==> src/hdl/mqttps_pkg.sv <==
// Types, codes and the property-ID type map of the MQTT 5 property section parser.
// No dependencies; used by the step logic, the top level and the testbench.
package mqttps_pkg;

  // Parser phase
  typedef enum logic [2:0] {
    PH_IDLE,
    PH_LEN,
    PH_ID,
    PH_NUM,
    PH_VBI,
    PH_SLEN_HI,
    PH_SLEN_LO,
    PH_BODY
  } phase_e;

  // Property encoding class
  typedef enum logic [2:0] {
    PT_UNKNOWN,
    PT_BYTE1,
    PT_BYTE2,
    PT_BYTE4,
    PT_VBI,
    PT_STR,
    PT_PAIR
  } ptype_e;

  // Result kind
  typedef enum logic [1:0] {
    KIND_VALUE,
    KIND_PAYLOAD,
    KIND_EMPTY,
    KIND_STATUS
  } kind_e;

  // Result status
  typedef enum logic [1:0] {
    ST_OK,
    ST_MALFORMED,
    ST_PROTO_ERR
  } status_e;

  // What one byte leads to, before the section-end rules are applied
  typedef enum logic [2:0] {
    OC_NONE,
    OC_EMPTY_SECTION,
    OC_ERR_MAL,
    OC_ERR_PROTO,
    OC_FINISH,
    OC_STR_END,
    OC_SECOND,
    OC_BODY
  } outcome_e;

  localparam logic [7:0]  USER_PROP_ID = 8'h26;
  localparam logic [7:0]  VBI_MASK     = 8'h7f;
  localparam logic [7:0]  VBI_CONT     = 8'h80;
  localparam logic [2:0]  VBI_MAX_BYTES = 3'd4;

  typedef struct packed {
    phase_e      phase;
    logic [27:0] section_left;
    logic [7:0]  current_id;
    logic [31:0] acc;
    logic [2:0]  byte_count;
    logic [15:0] string_left;
    logic        in_second;
  } state_t;

  typedef struct packed {
    kind_e       kind;
    logic [7:0]  prop_id;
    logic [31:0] value;
    logic [7:0]  payload_byte;
    logic        second_string;
    logic        last_of_property;
    logic        section_done;
    status_e     status;
  } result_t;

  // Identifier-to-type map of the standard
  function automatic ptype_e prop_type(input logic [7:0] id);
    ptype_e t;
    case (id)
      8'h01, 8'h17, 8'h19, 8'h24, 8'h25, 8'h28, 8'h29, 8'h2A: t = PT_BYTE1;
      8'h13, 8'h21, 8'h22, 8'h23:                             t = PT_BYTE2;
      8'h02, 8'h11, 8'h18, 8'h27:                             t = PT_BYTE4;
      8'h0B:                                                  t = PT_VBI;
      8'h03, 8'h08, 8'h09, 8'h12, 8'h15, 8'h16, 8'h1A, 8'h1C, 8'h1F:
                                                              t = PT_STR;
      USER_PROP_ID:                                           t = PT_PAIR;
      default:                                                t = PT_UNKNOWN;
    endcase
    return t;
  endfunction

  // Weighted 7-bit group of a variable byte integer
  function automatic logic [31:0] vbi_term(input logic [7:0] b, input logic [1:0] pos);
    logic [31:0] g;
    logic [31:0] t;
    g = {24'd0, b & VBI_MASK};
    case (pos)
      2'd0:    t = g;
      2'd1:    t = g << 7;
      2'd2:    t = g << 14;
      default: t = g << 21;
    endcase
    return t;
  endfunction

endpackage

==> src/hdl/mqttps_if.sv <==
// Valid/ready channel interfaces of the MQTT 5 property section parser.
// Depends on nothing; field widths follow the parser's item layout.
interface mqttps_in_if;
  logic       valid;
  logic       ready;
  logic [7:0] data_byte;
  logic       start_req;

  modport source (output valid, data_byte, start_req, input ready);
  modport sink   (input valid, data_byte, start_req, output ready);
endinterface

interface mqttps_out_if;
  logic        valid;
  logic        ready;
  logic [1:0]  kind;
  logic [7:0]  prop_id;
  logic [31:0] value;
  logic [7:0]  payload_byte;
  logic        second_string;
  logic        last_of_property;
  logic        section_done;
  logic [1:0]  status;

  modport source (output valid, kind, prop_id, value, payload_byte, second_string,
                  last_of_property, section_done, status, input ready);
  modport sink   (input valid, kind, prop_id, value, payload_byte, second_string,
                  last_of_property, section_done, status, output ready);
endinterface

==> src/hdl/mqttps_step.sv <==
// Next-state and result logic for one section byte of the property parser.
// Depends on mqttps_pkg (state, result, phase and kind types, type map).
module mqttps_step (
  input  mqttps_pkg::state_t  st_i,
  input  logic [7:0]          data_byte_i,
  input  logic                start_req_i,
  output mqttps_pkg::state_t  st_o,
  output logic                hit_o,
  output mqttps_pkg::result_t res_o
);

  mqttps_pkg::state_t   s;
  mqttps_pkg::outcome_e oc;
  mqttps_pkg::ptype_e   pt;
  mqttps_pkg::kind_e    kd;
  mqttps_pkg::status_e  stat;
  logic [7:0]           pb;
  logic                 tail_chk;
  logic                 second;
  logic                 last;
  logic                 done;
  logic                 hit;

  always_comb begin
    s        = st_i;
    oc       = mqttps_pkg::OC_NONE;
    pt       = mqttps_pkg::prop_type(data_byte_i);
    kd       = mqttps_pkg::KIND_STATUS;
    stat     = mqttps_pkg::ST_OK;
    pb       = data_byte_i;
    tail_chk = 1'b0;
    second   = 1'b0;
    last     = 1'b0;
    done     = 1'b0;
    hit      = 1'b0;

    // restart: drop all progress
    if (start_req_i) begin
      s.phase        = mqttps_pkg::PH_LEN;
      s.section_left = '0;
      s.current_id   = '0;
      s.acc          = '0;
      s.byte_count   = '0;
      s.string_left  = '0;
      s.in_second    = 1'b0;
    end

    // per-phase byte handling
    if (s.phase == mqttps_pkg::PH_LEN) begin
      s.acc        = s.acc + mqttps_pkg::vbi_term(data_byte_i, s.byte_count[1:0]);
      s.byte_count = s.byte_count + 3'd1;
      if ((data_byte_i & mqttps_pkg::VBI_CONT) != 8'd0) begin
        if (s.byte_count >= mqttps_pkg::VBI_MAX_BYTES) oc = mqttps_pkg::OC_ERR_MAL;
      end else begin
        s.section_left = s.acc[27:0];
        s.acc          = '0;
        s.byte_count   = '0;
        if (s.section_left == 28'd0) oc = mqttps_pkg::OC_EMPTY_SECTION;
        else s.phase = mqttps_pkg::PH_ID;
      end
    end else if (s.phase != mqttps_pkg::PH_IDLE) begin
      if (s.section_left == 28'd0) begin
        oc = mqttps_pkg::OC_ERR_MAL;
      end else begin
        s.section_left = s.section_left - 28'd1;
        unique case (s.phase)
          mqttps_pkg::PH_ID: begin
            s.current_id = data_byte_i;
            s.acc        = '0;
            s.byte_count = '0;
            s.in_second  = 1'b0;
            tail_chk     = 1'b1;
            case (pt)
              mqttps_pkg::PT_BYTE1: begin
                s.byte_count = 3'd1;
                s.phase      = mqttps_pkg::PH_NUM;
              end
              mqttps_pkg::PT_BYTE2: begin
                s.byte_count = 3'd2;
                s.phase      = mqttps_pkg::PH_NUM;
              end
              mqttps_pkg::PT_BYTE4: begin
                s.byte_count = 3'd4;
                s.phase      = mqttps_pkg::PH_NUM;
              end
              mqttps_pkg::PT_VBI:                    s.phase = mqttps_pkg::PH_VBI;
              mqttps_pkg::PT_STR, mqttps_pkg::PT_PAIR: s.phase = mqttps_pkg::PH_SLEN_HI;
              default:                               oc = mqttps_pkg::OC_ERR_PROTO;
            endcase
          end
          mqttps_pkg::PH_NUM: begin
            s.acc        = {s.acc[23:0], data_byte_i};
            s.byte_count = s.byte_count - 3'd1;
            kd           = mqttps_pkg::KIND_VALUE;
            if (s.byte_count == 3'd0) oc = mqttps_pkg::OC_FINISH;
            else tail_chk = 1'b1;
          end
          mqttps_pkg::PH_VBI: begin
            s.acc        = s.acc + mqttps_pkg::vbi_term(data_byte_i, s.byte_count[1:0]);
            s.byte_count = s.byte_count + 3'd1;
            kd           = mqttps_pkg::KIND_VALUE;
            if ((data_byte_i & mqttps_pkg::VBI_CONT) == 8'd0) oc = mqttps_pkg::OC_FINISH;
            else if (s.byte_count >= mqttps_pkg::VBI_MAX_BYTES) oc = mqttps_pkg::OC_ERR_MAL;
            else tail_chk = 1'b1;
          end
          mqttps_pkg::PH_SLEN_HI: begin
            s.string_left = {data_byte_i, 8'd0};
            s.phase       = mqttps_pkg::PH_SLEN_LO;
            tail_chk      = 1'b1;
          end
          mqttps_pkg::PH_SLEN_LO: begin
            s.string_left = {s.string_left[15:8], data_byte_i};
            kd            = mqttps_pkg::KIND_EMPTY;
            if (s.string_left == 16'd0) begin
              oc = mqttps_pkg::OC_STR_END;
            end else begin
              s.phase  = mqttps_pkg::PH_BODY;
              tail_chk = 1'b1;
            end
          end
          mqttps_pkg::PH_BODY: begin
            s.string_left = s.string_left - 16'd1;
            kd            = mqttps_pkg::KIND_PAYLOAD;
            if (s.string_left == 16'd0)        oc = mqttps_pkg::OC_STR_END;
            else if (s.section_left == 28'd0)  oc = mqttps_pkg::OC_ERR_MAL;
            else                               oc = mqttps_pkg::OC_BODY;
          end
          default: s.phase = mqttps_pkg::PH_IDLE;
        endcase
      end
    end

    // overrun: property still needs bytes but the section is used up
    if (oc == mqttps_pkg::OC_NONE && tail_chk && s.section_left == 28'd0) begin
      oc = mqttps_pkg::OC_ERR_MAL;
    end

    // end of a string: a user property's key string is followed by its value
    if (oc == mqttps_pkg::OC_STR_END) begin
      if (s.current_id == mqttps_pkg::USER_PROP_ID && !s.in_second) begin
        if (s.section_left == 28'd0) oc = mqttps_pkg::OC_ERR_MAL;
        else oc = mqttps_pkg::OC_SECOND;
      end else begin
        oc = mqttps_pkg::OC_FINISH;
      end
    end

    // result fields and closing phase
    unique case (oc)
      mqttps_pkg::OC_NONE: hit = 1'b0;
      mqttps_pkg::OC_EMPTY_SECTION: begin
        hit     = 1'b1;
        kd      = mqttps_pkg::KIND_STATUS;
        done    = 1'b1;
        s.phase = mqttps_pkg::PH_IDLE;
      end
      mqttps_pkg::OC_ERR_MAL, mqttps_pkg::OC_ERR_PROTO: begin
        hit     = 1'b1;
        kd      = mqttps_pkg::KIND_STATUS;
        done    = 1'b1;
        stat    = (oc == mqttps_pkg::OC_ERR_MAL) ? mqttps_pkg::ST_MALFORMED
                                                 : mqttps_pkg::ST_PROTO_ERR;
        s.phase = mqttps_pkg::PH_IDLE;
      end
      mqttps_pkg::OC_FINISH: begin
        hit     = 1'b1;
        last    = 1'b1;
        done    = (s.section_left == 28'd0);
        second  = (kd != mqttps_pkg::KIND_VALUE) ? s.in_second : 1'b0;
        s.phase = done ? mqttps_pkg::PH_IDLE : mqttps_pkg::PH_ID;
      end
      mqttps_pkg::OC_SECOND: begin
        hit         = 1'b1;
        s.phase     = mqttps_pkg::PH_SLEN_HI;
        s.in_second = 1'b1;
      end
      mqttps_pkg::OC_BODY: begin
        hit    = 1'b1;
        second = s.in_second;
      end
      default: hit = 1'b0;
    endcase

    res_o.kind             = kd;
    res_o.prop_id          = s.current_id;
    res_o.value            = (kd == mqttps_pkg::KIND_VALUE) ? s.acc : 32'd0;
    res_o.payload_byte     = (kd == mqttps_pkg::KIND_PAYLOAD) ? pb : 8'd0;
    res_o.second_string    = second;
    res_o.last_of_property = last;
    res_o.section_done     = done;
    res_o.status           = stat;
    st_o                   = s;
    hit_o                  = hit;
  end

endmodule

==> src/hdl/mqtt5_property_section_parser.sv <==
// MQTT 5 property section parser, one section byte per beat.
// Result path: input register, then the combinational step, then the result register.
// Throughput: 1 byte per cycle unless results stall; parse state updates in the single step between registers.
// Reset (rst_ni low, asynchronous): both stages empty, parser idle with cleared state.
// Depends on mqttps_pkg, mqttps_if (channel interfaces) and mqttps_step.
module mqtt5_property_section_parser (
  input  logic         clk_i,
  input  logic         rst_ni,
  mqttps_in_if.sink    in_i,
  mqttps_out_if.source out_o
);

  logic                in_valid_q;
  logic [7:0]          data_q;
  logic                start_q;
  logic                out_valid_q;
  mqttps_pkg::result_t res_q;
  mqttps_pkg::state_t  st_q;
  mqttps_pkg::state_t  st_d;
  mqttps_pkg::result_t res_d;
  logic                hit;
  logic                out_free;
  logic                step_go;

  // handshake: output register frees the step, step frees the input register
  assign out_free  = !out_valid_q || out_o.ready;
  assign step_go   = in_valid_q && out_free;
  assign in_i.ready = !in_valid_q || out_free;

  mqttps_step u_step (
    .st_i        (st_q),
    .data_byte_i (data_q),
    .start_req_i (start_q),
    .st_o        (st_d),
    .hit_o       (hit),
    .res_o       (res_d)
  );

  // input register
  always_ff @(posedge clk_i or negedge rst_ni) begin
    if (!rst_ni) begin
      in_valid_q <= 1'b0;
    end else if (in_i.ready) begin
      in_valid_q <= in_i.valid;
    end
  end

  always_ff @(posedge clk_i) begin
    if (in_i.ready && in_i.valid) begin
      data_q  <= in_i.data_byte;
      start_q <= in_i.start_req;
    end
  end

  // parse state
  always_ff @(posedge clk_i or negedge rst_ni) begin
    if (!rst_ni) begin
      st_q.phase        <= mqttps_pkg::PH_IDLE;
      st_q.section_left <= '0;
      st_q.current_id   <= '0;
      st_q.acc          <= '0;
      st_q.byte_count   <= '0;
      st_q.string_left  <= '0;
      st_q.in_second    <= 1'b0;
    end else if (step_go) begin
      st_q <= st_d;
    end
  end

  // result register
  always_ff @(posedge clk_i or negedge rst_ni) begin
    if (!rst_ni) begin
      out_valid_q <= 1'b0;
    end else if (out_free) begin
      out_valid_q <= step_go && hit;
    end
  end

  always_ff @(posedge clk_i) begin
    if (step_go && hit) begin
      res_q <= res_d;
    end
  end

  assign out_o.valid            = out_valid_q;
  assign out_o.kind             = res_q.kind;
  assign out_o.prop_id          = res_q.prop_id;
  assign out_o.value            = res_q.value;
  assign out_o.payload_byte     = res_q.payload_byte;
  assign out_o.second_string    = res_q.second_string;
  assign out_o.last_of_property = res_q.last_of_property;
  assign out_o.section_done     = res_q.section_done;
  assign out_o.status           = res_q.status;

`ifndef SYNTHESIS
  // an empty output register never blocks the input side
  a_ready_when_empty: assert property (@(posedge clk_i) disable iff (!rst_ni)
    !out_valid_q |-> in_i.ready)
    else $error("input stalled with empty result register");

  // any error status ends the section
  a_error_ends_section: assert property (@(posedge clk_i) disable iff (!rst_ni)
    (out_valid_q && res_q.status != mqttps_pkg::ST_OK) |-> res_q.section_done)
    else $error("error result without section end");

  // a status-only result never closes a property
  a_status_not_last: assert property (@(posedge clk_i) disable iff (!rst_ni)
    (out_valid_q && res_q.kind == mqttps_pkg::KIND_STATUS) |-> !res_q.last_of_property)
    else $error("status result marked as last of property");

  // section end leaves the parser idle
  a_done_goes_idle: assert property (@(posedge clk_i) disable iff (!rst_ni)
    (step_go && hit && res_d.section_done) |=> (st_q.phase == mqttps_pkg::PH_IDLE))
    else $error("parser not idle after section end");
`endif

endmodule

==> src/flat_wrapper.sv <==
// flat-port wrapper written by rule: the top's interface ports become plain ports
module mqtt5_property_section_parser_flat 
  (clk_i, rst_ni, in_i_valid, in_i_data_byte, in_i_start_req, in_i_ready, out_o_valid, out_o_kind, out_o_prop_id, out_o_value, out_o_payload_byte, out_o_second_string, out_o_last_of_property, out_o_section_done, out_o_status, out_o_ready);
  mqttps_in_if in_i_i ();
  mqttps_out_if out_o_i ();
  input  logic clk_i;
  input  logic rst_ni;
  input wire logic [$bits(in_i_i.valid)-1:0] in_i_valid;
  input wire logic [$bits(in_i_i.data_byte)-1:0] in_i_data_byte;
  input wire logic [$bits(in_i_i.start_req)-1:0] in_i_start_req;
  output wire logic [$bits(in_i_i.ready)-1:0] in_i_ready;
  output wire logic [$bits(out_o_i.valid)-1:0] out_o_valid;
  output wire logic [$bits(out_o_i.kind)-1:0] out_o_kind;
  output wire logic [$bits(out_o_i.prop_id)-1:0] out_o_prop_id;
  output wire logic [$bits(out_o_i.value)-1:0] out_o_value;
  output wire logic [$bits(out_o_i.payload_byte)-1:0] out_o_payload_byte;
  output wire logic [$bits(out_o_i.second_string)-1:0] out_o_second_string;
  output wire logic [$bits(out_o_i.last_of_property)-1:0] out_o_last_of_property;
  output wire logic [$bits(out_o_i.section_done)-1:0] out_o_section_done;
  output wire logic [$bits(out_o_i.status)-1:0] out_o_status;
  input wire logic [$bits(out_o_i.ready)-1:0] out_o_ready;
  assign in_i_i.valid = in_i_valid;
  assign in_i_i.data_byte = in_i_data_byte;
  assign in_i_i.start_req = in_i_start_req;
  assign in_i_ready = in_i_i.ready;
  assign out_o_valid = out_o_i.valid;
  assign out_o_kind = out_o_i.kind;
  assign out_o_prop_id = out_o_i.prop_id;
  assign out_o_value = out_o_i.value;
  assign out_o_payload_byte = out_o_i.payload_byte;
  assign out_o_second_string = out_o_i.second_string;
  assign out_o_last_of_property = out_o_i.last_of_property;
  assign out_o_section_done = out_o_i.section_done;
  assign out_o_status = out_o_i.status;
  assign out_o_i.ready = out_o_ready;
  mqtt5_property_section_parser u_core (.clk_i(clk_i), .rst_ni(rst_ni), .in_i(in_i_i), .out_o(out_o_i));
endmodule
==> config.mk <==
export PLATFORM = sky130hd
export DESIGN_NAME = mqtt5_property_section_parser_flat
export DESIGN_NICKNAME = d
export VERILOG_FILES = /design/src/hdl/mqttps_pkg.sv /design/src/hdl/mqttps_if.sv /design/src/hdl/mqttps_step.sv /design/src/hdl/mqtt5_property_section_parser.sv /design/src/flat_wrapper.sv
export SDC_FILE = /design/constraint.sdc
export NUM_CORES = 1
export LEC_CHECK = 0
export ABC_AREA = 1
export BUFFER_PORTS_ARGS = -buffer_cell sky130_fd_sc_hd__buf_2
export CORE_ASPECT_RATIO = 2
export CORE_UTILIZATION = 60
export DETAILED_ROUTE_END_ITERATION = 12
export PLACE_DENSITY = 0.78
export REMOVE_ABC_BUFFERS = 1
export SETUP_SLACK_MARGIN = 0.3
export SLEW_MARGIN = 20
export SYNTH_ARGS = -nofsm -noshare
export SYNTH_HDL_FRONTEND = slang
export SYNTH_HIERARCHICAL = 1
export SYNTH_SLANG_ARGS = --single-unit
export TNS_END_PERCENT = 30
==> constraint.sdc <==
create_clock -name clk_i -period 9 [get_ports clk_i]
set_clock_uncertainty 0.2 [all_clocks]
set_input_delay 1.35 -clock clk_i [delete_from_list [all_inputs] [get_ports clk_i]]
set_output_delay 1.35 -clock clk_i [all_outputs]
set_load 0.03 [all_outputs]
==> impl_results.md, run 1 <==
* Status: finished clean
* Wirelength, routed at 56.6 mm
* Total of warnings raised by yosys at 6
* Flop-to-flop setup slack at 1.48 ns
* Overall die width at 110 um
* Transition at the pin with the smallest max-transition slack at 1.14 ns
* Cell-internal power at 1970 uW
* Floorplan die height at 218 um
* Async SR Flop Fraction at 59.2%
* Mapped Avg Cell Area at 6.28 um2
* Worst-path maximum fanout at 38
* Number of buffers on the longest clock path at 2
* Average wire per cell in the routed design at 22.4 um
* Startpoint-to-endpoint class of the critical path: reg -> reg
* I/O pins at 70
* Most common flop cell mapped by yosys: sky130_fd_sc_hd__dfrtp_1
* Total core area at 22800 um2
* CTS tree: yes
* Sum of overflow across all layers after global routing at 0
* Leakage component of the power at 0.00825 uW
* Area share of the largest cell type after synthesis at 21.6%
* Total Negative Setup Slacks at 0 ns
* HPWL after DPL at 40.6 mm
* Vias at 16100
* Area growth, synth to finish at 5.97%
* Unrepaired setup endpoints after global routing: false
* Nature of the critical path startpoint: register
* Number of antenna violations at the first check in global routing at 1
* Final hold violation count at 0
* Final #Nets at 2296
* First-pass GRT wire length at 84.9 mm
* Worst path required time at 8.91 ns
* Clock Sinks at 157
* Data arrival time of the critical path at 7.42 ns
* Synth Cell Area at 14100 um2
* Total of cells resized after clock tree synthesis at 0
* Peak clock frequency supported by timing at 133 MHz
* Tmin final at 7.52 ns
* Register bit total from synthesis at 157
* Proportion of layout cells with a drive suffix above 1 at 8.31%
* Count of nets left with antenna violations after detail routing at 0
* Pin count of the biggest net entering global routing at 92
* Final setup vio count at 0
* Clock network power share at 18.3%
* Largest area contributor in the synthesized netlist: sky130_fd_sc_hd__nand2_1
* Hold Crit Class: reg -> reg
* Clock latency reported for the late side of the worst-skew pair at 0.47 ns
* Area post-placement at 14300 um2
* Violation count after the first detailed-routing iteration at 2253
* Start of the worst register-to-register path: u_core/start_q
* Max rail drop VDD at 212 uV
* Psw at 2190 uW
* Critical Path Sink Type: register
* Hold depth at 2
* R2R depth at 26
* TritonRoute pass-1 iters at 6
* Total power density per cell area at 280 nW/um2
* Cell at the root of the clock tree: sky130_fd_sc_hd__clkbuf_16
* Number of placement rows at 78
* Vias in the first global route at 15200
* Leading post-synthesis cells by cell area: sky130_fd_sc_hd__nand2_1 22%, sky130_fd_sc_hd__dfrtp_1 17%, sky130_fd_sc_hd__edfxtp_1 14%
* Mapped Cells at 2240
* Count of input and output buffers at 69
* Post-route cell area at 14900 um2
* Worst-path clk slew at 0.07 ns
* Fin worst setup slack at 1.48 ns
* H-tree levels at 4
* Post-CTS Setup Repair Bufs at 0
* FF-to-FF End: u_core/out_o.value[5]
* Relative slew slack at 24.0%
* Hold-fix buffers at CTS at 0
* Source of the critical timing path: u_core/start_q
* Area of the die at 24100 um2
* # Max-Cap Violations at 0
* Startpoint of the tightest hold check path: u_core/st_q[41]
* Post-synth cell types at 50
* Detail-routed via count per cell at 6.36
* Pre-CTS setup slack at 1.85 ns
* Hold path endpoint: u_core/st_q[41]
* All-Layer GR Usage at 48.6%
* TritonCTS buffer count at 17
* RD Place Congestion at 1.14
* Portion of total power attributed to combinational logic at 56.2%
* Portion of the post-synthesis area used by sequential elements at 30.2%
* Switching share of power at 52.7%
* Final slew viol count at 0
* Diodes inserted at 0
* Fraction of power consumed by sequential logic at 25.5%
* Effective utilization at floorplan at 61.6%
* Final period utilization at 83.5%
* DRC violation count after routing at 0
* Number of enable-type register cells in the synthesized netlist at 64
## power by group through the flow
stage	logic (uW)	registers, uW	clock network, uW
final	2340	1060	763
after global routing	2510	1080	794
after CTS	2220	1060	770
after detailed placement	2220	1070	0
after global placement	2180	1070	0
after floorplan	1470	1100	0
## through the flow
stage / std cells / power (uW) / hold WS (ns) / utilization [%]
finish: 2531 / 4170 / 0.274 / 65.2
global route: 2531 / 4380 / 0.298 / 65.2
CTS: 2531 / 4050 / 0.275 / 65.2
detailed placement: 2499 / 3290 / 0.258 / 62.6
global placement: 2499 / 3250 / 0.254 / 62.6
floorplan: 2137 / 2570 / 0.242 / -
## kinds of logic (layout without fill, tap and decap cells)
logic type	Yosys count	count (layout)	share of synthesized area (%)
AND/OR/NAND/NOR	1367	1367	41.4
buffers and inverters	389	400	11.8
AO/OA/AOI/OAI	266	266	11.6
flip-flops	157	157	30.2
adder cells (fa/ha/maj)	45	45	4.06
XOR/XNOR	16	16	0.997
## critical path: stages, from the launching register on
cell	delay (ns)
sky130_fd_sc_hd__edfxtp_1	0.56
sky130_fd_sc_hd__clkinv_2	0.50
sky130_fd_sc_hd__nand2_1	0.32
sky130_fd_sc_hd__inv_1	0.16
sky130_fd_sc_hd__ha_1	0.53
sky130_fd_sc_hd__nand2_1	0.17
sky130_fd_sc_hd__inv_1	0.08
sky130_fd_sc_hd__ha_1	0.59
sky130_fd_sc_hd__nand2_1	0.19
sky130_fd_sc_hd__nor2_1	0.41
sky130_fd_sc_hd__nand2_1	0.18
sky130_fd_sc_hd__nor2_1	0.58
sky130_fd_sc_hd__nor2_1	0.12
sky130_fd_sc_hd__nand2_1	0.12
sky130_fd_sc_hd__nand2_1	0.06
sky130_fd_sc_hd__nand2_1	0.17
sky130_fd_sc_hd__nand2_1	0.08
sky130_fd_sc_hd__nor2_1	0.17
sky130_fd_sc_hd__nand4_1	0.21
sky130_fd_sc_hd__nand2_1	0.22
sky130_fd_sc_hd__nand4_1	0.16
sky130_fd_sc_hd__nand3_2	0.15
sky130_fd_sc_hd__inv_1	0.08
sky130_fd_sc_hd__nand2_1	0.06
sky130_fd_sc_hd__inv_1	0.06
sky130_fd_sc_hd__nor2_4	0.42
sky130_fd_sc_hd__buf_4	0.55
## cells in the final DEF (no fill, tap or decap), types with 4 or more instances in the layout
master and count:
sky130_fd_sc_hd__o32ai_1 4, sky130_fd_sc_hd__edfxtp_1 64, sky130_fd_sc_hd__o21ai_0 88, sky130_fd_sc_hd__nor2_4 6, sky130_fd_sc_hd__and2_1 6, sky130_fd_sc_hd__o21a_1 7
sky130_fd_sc_hd__o211ai_1 15, sky130_fd_sc_hd__nor2_2 37, sky130_fd_sc_hd__nand2_2 12, sky130_fd_sc_hd__nor2_1 193, sky130_fd_sc_hd__inv_6 6, sky130_fd_sc_hd__o22ai_1 20
sky130_fd_sc_hd__clkbuf_16 17, sky130_fd_sc_hd__a221oi_1 7, sky130_fd_sc_hd__nand4_1 31, sky130_fd_sc_hd__nand3b_1 16, sky130_fd_sc_hd__buf_4 14, sky130_fd_sc_hd__o221ai_1 16
sky130_fd_sc_hd__xor2_1 12, sky130_fd_sc_hd__nor3_1 22, sky130_fd_sc_hd__xnor2_1 4, sky130_fd_sc_hd__o21ai_1 14, sky130_fd_sc_hd__a22oi_1 12, sky130_fd_sc_hd__inv_1 278
sky130_fd_sc_hd__nand2_1 808, sky130_fd_sc_hd__buf_2 68, sky130_fd_sc_hd__ha_1 44, sky130_fd_sc_hd__o21bai_1 6, sky130_fd_sc_hd__a21oi_1 55, sky130_fd_sc_hd__dfrtp_1 92
sky130_fd_sc_hd__clkinv_1 4, sky130_fd_sc_hd__nand3_1 224, sky130_fd_sc_hd__a31oi_1 6
## cells in the mapped netlist (7+ instances only)
library cell / number
sky130_fd_sc_hd__nand2_1: 810
sky130_fd_sc_hd__inv_1: 279
sky130_fd_sc_hd__nand3_1: 224
sky130_fd_sc_hd__nor2_1: 195
sky130_fd_sc_hd__dfrtp_1: 93
sky130_fd_sc_hd__o21ai_0: 88
sky130_fd_sc_hd__edfxtp_1: 64
sky130_fd_sc_hd__a21oi_1: 55
sky130_fd_sc_hd__clkbuf_1: 45
sky130_fd_sc_hd__ha_1: 44
sky130_fd_sc_hd__nor2_2: 36
sky130_fd_sc_hd__nand4_1: 31
sky130_fd_sc_hd__buf_2: 23
sky130_fd_sc_hd__buf_4: 22
sky130_fd_sc_hd__nor3_1: 22
sky130_fd_sc_hd__o22ai_1: 20
sky130_fd_sc_hd__nand3b_1: 16
sky130_fd_sc_hd__o221ai_1: 16
sky130_fd_sc_hd__o211ai_1: 15
sky130_fd_sc_hd__o21ai_1: 14
sky130_fd_sc_hd__a22oi_1: 12
sky130_fd_sc_hd__xor2_1: 12
sky130_fd_sc_hd__buf_6: 11
sky130_fd_sc_hd__nand2_2: 10
sky130_fd_sc_hd__a221oi_1: 7
sky130_fd_sc_hd__o21a_1: 7
## final cells by class
class | instances | area, um2
timing repair buffer | 82 | 445
sequential | 157 | 4250
clock inverter | 14 | 170
fill | 2207 | 7940
clock buffer | 18 | 429
multi-input combinational | 1694 | 8180
tap | 280 | 350
inverter | 286 | 1070
## how the worst max path moves through the flow
stage,to,slack (ns)
2_1_floorplan,u_core/out_o.kind[0],0.94
3_3_place_gp,u_core/out_o.value[3],2.09
3_5_place_dp,u_core/out_o.value[6],1.85
4_1_cts,u_core/out_o.value[5],1.85
5_1_grt,u_core/out_o.value[5],1.29
6_report,u_core/out_o.value[5],1.48
## flip-flops by register name (all words and copies together), names as in the netlist, 2 cells and up
register / flops
u_core/st_q: 91
u_core/out_o.value: 32
u_core/data_q: 8
u_core/out_o.payload_byte: 8
u_core/out_o.prop_id: 8
u_core/out_o.kind: 2
u_core/out_o.status: 2
## routing by layer
metal	global-route usage [%]	vias to the layer above	routed length (um)
met4	48.8	0	7020
li1	-	7233	-
met1	48.3	7299	17800
met5	0	-	0
met2	76.6	1098	26400
met3	15.0	460	5390
No activity file was read; power rests on OpenSTA's default activity.
==> inputs of run 2 (changes only) <==
==> constraint.sdc (replaced) <==
create_clock -name clk_i -period 7.2 [get_ports clk_i]
set_clock_uncertainty 0.2 [all_clocks]
set_input_delay 1.08 -clock clk_i [delete_from_list [all_inputs] [get_ports clk_i]]
set_output_delay 1.08 -clock clk_i [all_outputs]
set_load 0.03 [all_outputs]
==> run 2 against run 1 <==
  * Clock power increased by 21%
  * Global-route usage decreased by 0.57 points
  * Worst hold slack got worse by 0.0035 ns
  * Power increased by 24%
  * Cell area increased by 0.29%
  * Worst setup slack got worse by 0.59 ns
  * Wire length decreased by 1.4%
  * Sequential share of layout area decreased by 0.084 points
  * Largest power group unchanged
  * Highest routed layer unchanged
==> impl_results.md, run 2 (synthesized netlist as in run 1, its figures left out) <==
* Hold Crit Class: reg -> reg (unchanged)
* Count of nets left with antenna violations after detail routing at 0 (unchanged)
* Final hold violation count at 0 (unchanged)
* Start of the worst register-to-register path: u_core/start_q (unchanged)
* Hold path endpoint: u_core/st_q[16] (was u_core/st_q[41])
* Final setup vio count at 0 (unchanged)
* Cell at the root of the clock tree: sky130_fd_sc_hd__clkbuf_16 (unchanged)
* Switching share of power at 52.4% (was 52.7%)
* Startpoint of the tightest hold check path: u_core/st_q[16] (was u_core/st_q[41])
* Pin count of the biggest net entering global routing at 80 (was 92)
* Final #Nets at 2301 (was 2296)
* Leakage component of the power at 0.00826 uW (was 0.00825 uW)
* Detail-routed via count per cell at 6.27 (was 6.36)
* Worst-path clk slew at 0.06 ns (was 0.07 ns)
* Worst path required time at 7.11 ns (was 8.91 ns)
* R2R depth at 31 (was 26)
* FF-to-FF End: u_core/out_o.value[5] (unchanged)
* Sum of overflow across all layers after global routing at 0 (unchanged)
* Flip-flop count of the largest register after layout at 91 (unchanged)
* Largest stage delay on the critical path at 0.56 ns (was 0.59 ns)
* Number of placement rows at 78 (unchanged)
* Data arrival time of the critical path at 6.22 ns (was 7.42 ns)
* Vias in the first global route at 15200 (about the same)
* Startpoint-to-endpoint class of the critical path: reg -> reg (unchanged)
* Area of the multi-input gates at 8180 um2 (about the same)
* # Max-Cap Violations at 0 (unchanged)
* Unrepaired setup endpoints after global routing: false (unchanged)
* Layout filler cell count at 2180 (was 2207)
* Final worst hold slack at 0.271 ns (was 0.274 ns)
* DRC violation count after routing at 0 (unchanged)
* Effective utilization at floorplan at 61.6% (unchanged)
* Portion of total power attributed to combinational logic at 56.5% (was 56.2%)
* Number of antenna violations at the first check in global routing at 1 (unchanged)
* Tmin final at 6.30 ns (was 7.52 ns)
* Relative slew slack at 29.6% (was 24.0%)
* First-pass GRT wire length at 84.0 mm (was 84.9 mm)
* Vias at 15900 (was 16100)
* HPWL after DPL at 40.8 mm (was 40.6 mm)
* Area growth, synth to finish at 6.28% (was 5.97%)
* Area of the die at 24100 um2 (unchanged)
* Most flops, register: u_core/st_q (unchanged)
* RD Place Congestion at 1.09 (was 1.14)
* Hold depth at 2 (unchanged)
* Most common cell after layout, fill and taps aside: sky130_fd_sc_hd__nand2_1 (unchanged)
* Clock network power share at 17.8% (was 18.3%)
* Clock latency reported for the late side of the worst-skew pair at 0.46 ns (was 0.47 ns)
* I/O pins at 70 (unchanged)
* Status: finished clean (unchanged)
* Proportion of layout cells with a drive suffix above 1 at 8.51% (was 8.31%)
* Cell-internal power at 2460 uW (was 1970 uW)
* Overall die width at 110 um (unchanged)
* Wirelength, routed at 55.8 mm (was 56.6 mm)
* Transition at the pin with the smallest max-transition slack at 1.05 ns (was 1.14 ns)
* Max rail drop VDD at 261 uV (was 212 uV)
* Nature of the critical path startpoint: register (unchanged)
* Final slew viol count at 0 (unchanged)
* Fraction of power consumed by sequential logic at 25.7% (was 25.5%)
* Flop-to-flop setup slack at 0.90 ns (was 1.48 ns)
* Critical-path top delay cell: sky130_fd_sc_hd__buf_6 (was sky130_fd_sc_hd__ha_1)
* TritonRoute pass-1 iters at 6 (unchanged)
* Final period utilization at 87.5% (was 83.5%)
* Core Util, Final at 65.4% (was 65.2%)
* Violation count after the first detailed-routing iteration at 2050 (was 2253)
* TritonCTS buffer count at 17 (unchanged)
* Source of the critical timing path: u_core/start_q (unchanged)
* Count of input and output buffers at 69 (unchanged)
* Clock Sinks at 157 (unchanged)
* All-Layer GR Usage at 48.0% (was 48.6%)
* Average wire per cell in the routed design at 22.0 um (was 22.4 um)
* Hold-fix buffers at CTS at 0 (unchanged)
* Floorplan die height at 218 um (unchanged)
* Post-CTS Setup Repair Bufs at 0 (unchanged)
* H-tree levels at 4 (unchanged)
* Total power density per cell area at 345 nW/um2 (was 280 nW/um2)
* Total core area at 22800 um2 (unchanged)
* Critical Path Sink Type: register (unchanged)
* Psw at 2710 uW (was 2190 uW)
* CTS tree: yes (unchanged)
* Number of buffers on the longest clock path at 2 (unchanged)
* Register Area at 4250 um2 (unchanged)
* Total of cells resized after clock tree synthesis at 0 (unchanged)
* Cell repeated most along the worst path: sky130_fd_sc_hd__nand2_1 (unchanged)
* Highest-count cells in the layout ignoring fill and taps: 808 x sky130_fd_sc_hd__nand2_1, 278 x sky130_fd_sc_hd__inv_1, 224 x sky130_fd_sc_hd__nand3_1, 193 x sky130_fd_sc_hd__nor2_1, 92 x sky130_fd_sc_hd__dfrtp_1 (unchanged)
* Worst-path maximum fanout at 79 (was 38)
* Peak clock frequency supported by timing at 159 MHz (was 133 MHz)
## run 2: changes by cell type in the layout (fill, tap and decap cells not counted), moves of 2 or more
| cell | before | now |
|---|---|---|
| sky130_fd_sc_hd__clkinv_2 | 3 | 1 |
| sky130_fd_sc_hd__inv_6 | 6 | 2 |
| sky130_fd_sc_hd__buf_4 | 14 | 17 |
| sky130_fd_sc_hd__clkinv_4 | 1 | 4 |
| sky130_fd_sc_hd__clkbuf_8 | 0 | 2 |
## run 2: through the flow
stage                     std cells  worst slack [ns]  cell area, um2  setup TNS, ns  total power, uW
final                          2537             0.899           14900              0             5160
after global routing           2537             0.335           14900              0             5470
after CTS                      2536             0.976           14900              0             5030
after detailed placement       2504             0.995           14400              0             4110
after global placement         2504              1.00           14400              0             4060
after floorplan                2137            -0.649           13500         -35.71             3210
## run 2: worst max-delay path, delay by kind of cell (launching register included)
kind / cells / cell delay (ns)
adders and majority gates: 2 / 0.61
AOI/OAI and AO/OA: 1 / 0.12
and+or+nand+nor: 19 / 2.65
DFF: 1 / 0.36
buffers and inverters: 9 / 1.91
## run 2: cell type report
cell class / count / share of cell area [%]
diodes: 1 / 0.0167
clock buffers: 21 / 3.08
clock inverters: 11 / 0.829
inverters: 286 / 7.19
multi-input cells: 1694 / 54.8
flip-flops and latches: 157 / 28.4
well taps: 280 / 2.34
repair buffers: 87 / 3.34
## run 2: power by group through the flow
stage	Sequential [uW]	Combinational (uW)	Clock, uW
4_1_cts	1320	2790	921
6_report	1330	2910	921
5_1_grt	1350	3170	954
3_3_place_gp	1330	2730	0
3_5_place_dp	1340	2780	0
2_1_floorplan	1370	1840	0
## run 2: per-layer routing
metal | wire [um] | vias to the layer above | part of all wire (%) | track usage, %
li1 | - | 7230 | - | -
met3 | 5240 | 435 | 9.4 | 15.1
met5 | 0 | - | 0 | 0
met2 | 26700 | 1106 | 48 | 77.6
met4 | 6750 | 0 | 12 | 47.0
met1 | 17100 | 7137 | 31 | 46.4
## run 2: worst max-delay path by stage
stage                     cells past startpoint                     end
after global routing                         29   u_core/out_o.value[0]
after detailed placement                     29   u_core/out_o.value[0]
after floorplan                              28    u_core/out_o.kind[0]
final                                        31   u_core/out_o.value[5]
after global placement                       29  u_core/out_o.value[31]
after CTS                                    29   u_core/out_o.value[0]
==> inputs of run 3 (changes only) <==
--- a/config.mk
+++ b/config.mk
@@ -11,6 +11,7 @@
 export CORE_UTILIZATION = 60
 export DETAILED_ROUTE_END_ITERATION = 12
 export PLACE_DENSITY = 0.78
+export RECOVER_POWER = 50
 export REMOVE_ABC_BUFFERS = 1
 export SETUP_SLACK_MARGIN = 0.3
 export SLEW_MARGIN = 20
==> run 3 against run 2 <==
  * The flow now finishes with violations (capacitance limit, slew limit)
  * Utilization down 0.45 points
  * Cell area down 0.69%
  * Worst setup slack got worse by 0.17 ns
  * Critical path depth decreased by 9
  * Worst hold slack better by 0.00099 ns
  * Cell count stayed put
  * Global-route usage is the same
  * Sequential power hardly changed
  * Power decreased by 0.43%
  * Count of clock-buffer cells in the layout did not move
  * Highest routed layer unchanged
==> impl_results.md, run 3 (synthesized netlist as in run 1, its figures left out) <==
* Count of nets left with antenna violations after detail routing at 0 (unchanged)
* All-Layer GR Usage at 48.0% (unchanged)
* Number of antenna violations at the first check in global routing at 1 (unchanged)
* Leakage component of the power at 0.00807 uW (was 0.00826 uW)
* HPWL after DPL at 40.8 mm (unchanged)
* Vias at 15900 (about the same)
* Vias in the first global route at 15200 (unchanged)
* Final #Nets at 2301 (unchanged)
* Count of input and output buffers at 69 (unchanged)
* First-pass GRT wire length at 84.0 mm (unchanged)
* Sum of overflow across all layers after global routing at 0 (unchanged)
* Pin count of the biggest net entering global routing at 80 (unchanged)
* Instance count after placement with tap cells included at 2504 (unchanged)
* Unrepaired setup endpoints after global routing: false (unchanged)
* Wirelength, routed at 55.8 mm (about the same)
* Most common cell after layout, fill and taps aside: sky130_fd_sc_hd__nand2_1 (unchanged)
* Clock Sinks at 157 (unchanged)
* Worst path required time at 7.12 ns (was 7.11 ns)
* Final period utilization at 89.9% (was 87.5%)
* TritonCTS buffer count at 17 (unchanged)
* Average wire per cell in the routed design at 22.0 um (about the same)
* Area growth, synth to finish at 5.54% (was 6.28%)
* Relative slew slack at -150% (was 29.6%)
* Status: finished, violations left (was finished clean)
* Data arrival time of the critical path at 6.40 ns (was 6.22 ns)
* RD Place Congestion at 1.09 (unchanged)
* Worst-path clk slew at 0.06 ns (about the same)
* Hold path endpoint: u_core/st_q[16] (unchanged)
* DRC violation count after routing at 0 (unchanged)
* Cell at the root of the clock tree: sky130_fd_sc_hd__clkbuf_16 (unchanged)
* R2R depth at 22 (was 31)
* Post-route insts no fill at 2537 (unchanged)
* Detail-routed via count per cell at 6.27 (about the same)
* Clock latency reported for the late side of the worst-skew pair at 0.47 ns (was 0.46 ns)
* Final hold violation count at 0 (unchanged)
* Final worst hold slack at 0.272 ns (was 0.271 ns)
* Floorplan die height at 218 um (unchanged)
* Final slew viol count at 96 (was 0)
* Number of placement rows at 78 (unchanged)
* Failing checks: capacitance limit, slew limit
* Area of the multi-input gates at 8160 um2 (was 8180 um2)
* Violation count after the first detailed-routing iteration at 2059 (was 2050)
* Transition at the pin with the smallest max-transition slack at 3.75 ns (was 1.05 ns)
* Worst-path maximum fanout at 79 (unchanged)
* Nature of the critical path startpoint: register (unchanged)
* Critical Path Sink Type: register (unchanged)
* Start of the worst register-to-register path: u_core/start_q (unchanged)
* Max rail drop VDD at 265 uV (was 261 uV)
* TritonRoute pass-1 iters at 6 (unchanged)
* Flip-flop count of the largest register after layout at 91 (unchanged)
* I/O pins at 70 (unchanged)
* H-tree levels at 4 (unchanged)
* Peak clock frequency supported by timing at 154 MHz (was 159 MHz)
* Hold Crit Class: reg -> reg (unchanged)
* Area of the die at 24100 um2 (unchanged)
* Startpoint-to-endpoint class of the critical path: reg -> reg (unchanged)
* Highest-count cells in the layout ignoring fill and taps: 809 x sky130_fd_sc_hd__nand2_1, 278 x sky130_fd_sc_hd__inv_1, 225 x sky130_fd_sc_hd__nand3_1, 193 x sky130_fd_sc_hd__nor2_1, 93 x sky130_fd_sc_hd__dfrtp_1 (was 808 x sky130_fd_sc_hd__nand2_1, 278 x sky130_fd_sc_hd__inv_1, 224 x sky130_fd_sc_hd__nand3_1, 193 x sky130_fd_sc_hd__nor2_1, 92 x sky130_fd_sc_hd__dfrtp_1)
* Most flops, register: u_core/st_q (unchanged)
* Flop-to-flop setup slack at 0.73 ns (was 0.90 ns)
* Hold depth at 2 (unchanged)
* Tmin final at 6.47 ns (was 6.30 ns)
* Hold-fix buffers at CTS at 0 (unchanged)
* Total core area at 22800 um2 (unchanged)
* Number of buffers on the longest clock path at 2 (unchanged)
* Overall die width at 110 um (unchanged)
* Final setup vio count at 0 (unchanged)
* FF-to-FF End: u_core/out_o.value[5] (unchanged)
* Register Area at 4250 um2 (about the same)
* # Max-Cap Violations at 2 (was 0)
* CTS tree: yes (unchanged)
* Effective utilization at floorplan at 61.6% (unchanged)
* Startpoint of the tightest hold check path: u_core/st_q[16] (unchanged)
* Total power density per cell area at 346 nW/um2 (was 345 nW/um2)
* Layout filler cell count at 2218 (was 2180)
* Proportion of layout cells with a drive suffix above 1 at 5.59% (was 8.51%)
==> run 3: cell type report <==
type	instances	area share (%)
clock buffer	21	3.10
tap	280	2.36
multi-input combinational	1694	55.0
clock inverter	11	0.835
timing repair buffer	87	2.81
inverter	286	7.24
antenna	1	0.0169
sequential	157	28.6
==> run 3: metrics by stage <==
stage | util (%) | power [uW] | cell area (um2) | worst slack [ns] | setup TNS, ns
after floorplan | - | 3210 | 13500 | -0.649 | -35.71
after global placement | 62.8 | 4060 | 14400 | 1.00 | 0
after detailed placement | 62.8 | 4110 | 14400 | 0.995 | 0
after CTS | 65.4 | 5030 | 14900 | 0.976 | 0
after global routing | 65.0 | 5450 | 14800 | 0.213 | 0
final | 65.0 | 5140 | 14800 | 0.726 | 0
==> run 3: routing by layer <==
metal / GRT usage [%] / up-vias / routed length (um)
met5: 0 / - / 0
met4: 47.0 / 0 / 6670
met3: 15.1 / 425 / 5350
met2: 77.6 / 1067 / 26800
met1: 46.4 / 7194 / 17000
li1: - / 7227 / -
==> run 3: what timing repair did <==
item	4_1_cts	5_1_grt
endpoints found under the setup margin	0	87
resized for setup	0	2
setup buffers	0	0
==> run 3: worst max path at each step <==
stage / start / slack [ns] / cells after the start / to
3_3_place_gp: u_core/start_q / 1.0 / 29 / u_core/out_o.value[31]
2_1_floorplan: u_core/start_q / -0.65 / 28 / u_core/out_o.kind[0]
6_report: u_core/start_q / 0.73 / 22 / u_core/out_o.value[5]
4_1_cts: u_core/start_q / 0.98 / 29 / u_core/out_o.value[0]
5_1_grt: u_core/start_q / 0.21 / 29 / u_core/out_o.value[0]
3_5_place_dp: u_core/start_q / 0.99 / 29 / u_core/out_o.value[0]
==> run 3: critical path, stage by stage, from the launching register on <==
cell                         delay [ns]
sky130_fd_sc_hd__edfxtp_1          0.36
sky130_fd_sc_hd__buf_4             0.19
sky130_fd_sc_hd__clkinvlp_2        0.19
sky130_fd_sc_hd__buf_4             0.45
sky130_fd_sc_hd__buf_6             0.54
sky130_fd_sc_hd__nand2_1           0.33
sky130_fd_sc_hd__ha_1              0.32
sky130_fd_sc_hd__inv_1             0.08
sky130_fd_sc_hd__nor3_1            0.06
sky130_fd_sc_hd__nand3_1           0.64
sky130_fd_sc_hd__nand2_1           0.62
sky130_fd_sc_hd__o21ai_0           0.50
sky130_fd_sc_hd__inv_1             0.07
sky130_fd_sc_hd__nor2_1            0.10
sky130_fd_sc_hd__nand4_1           0.13
sky130_fd_sc_hd__nor2_1            0.23
sky130_fd_sc_hd__nand4_1           0.17
sky130_fd_sc_hd__nand3_2           0.14
sky130_fd_sc_hd__inv_1             0.07
sky130_fd_sc_hd__nand2_1           0.06
sky130_fd_sc_hd__inv_1             0.07
sky130_fd_sc_hd__nor2_4            0.13
sky130_fd_sc_hd__buf_12            0.31
==> run 3: power breakdown <==
part           total [uW]  leakage, uW  switching (uW)  internal [uW]
Clock                 923     0.000284             418            505
Combinational        2890      0.00591            2110            778
Sequential           1330      0.00187             166           1160
Total                5140      0.00807            2700           2440
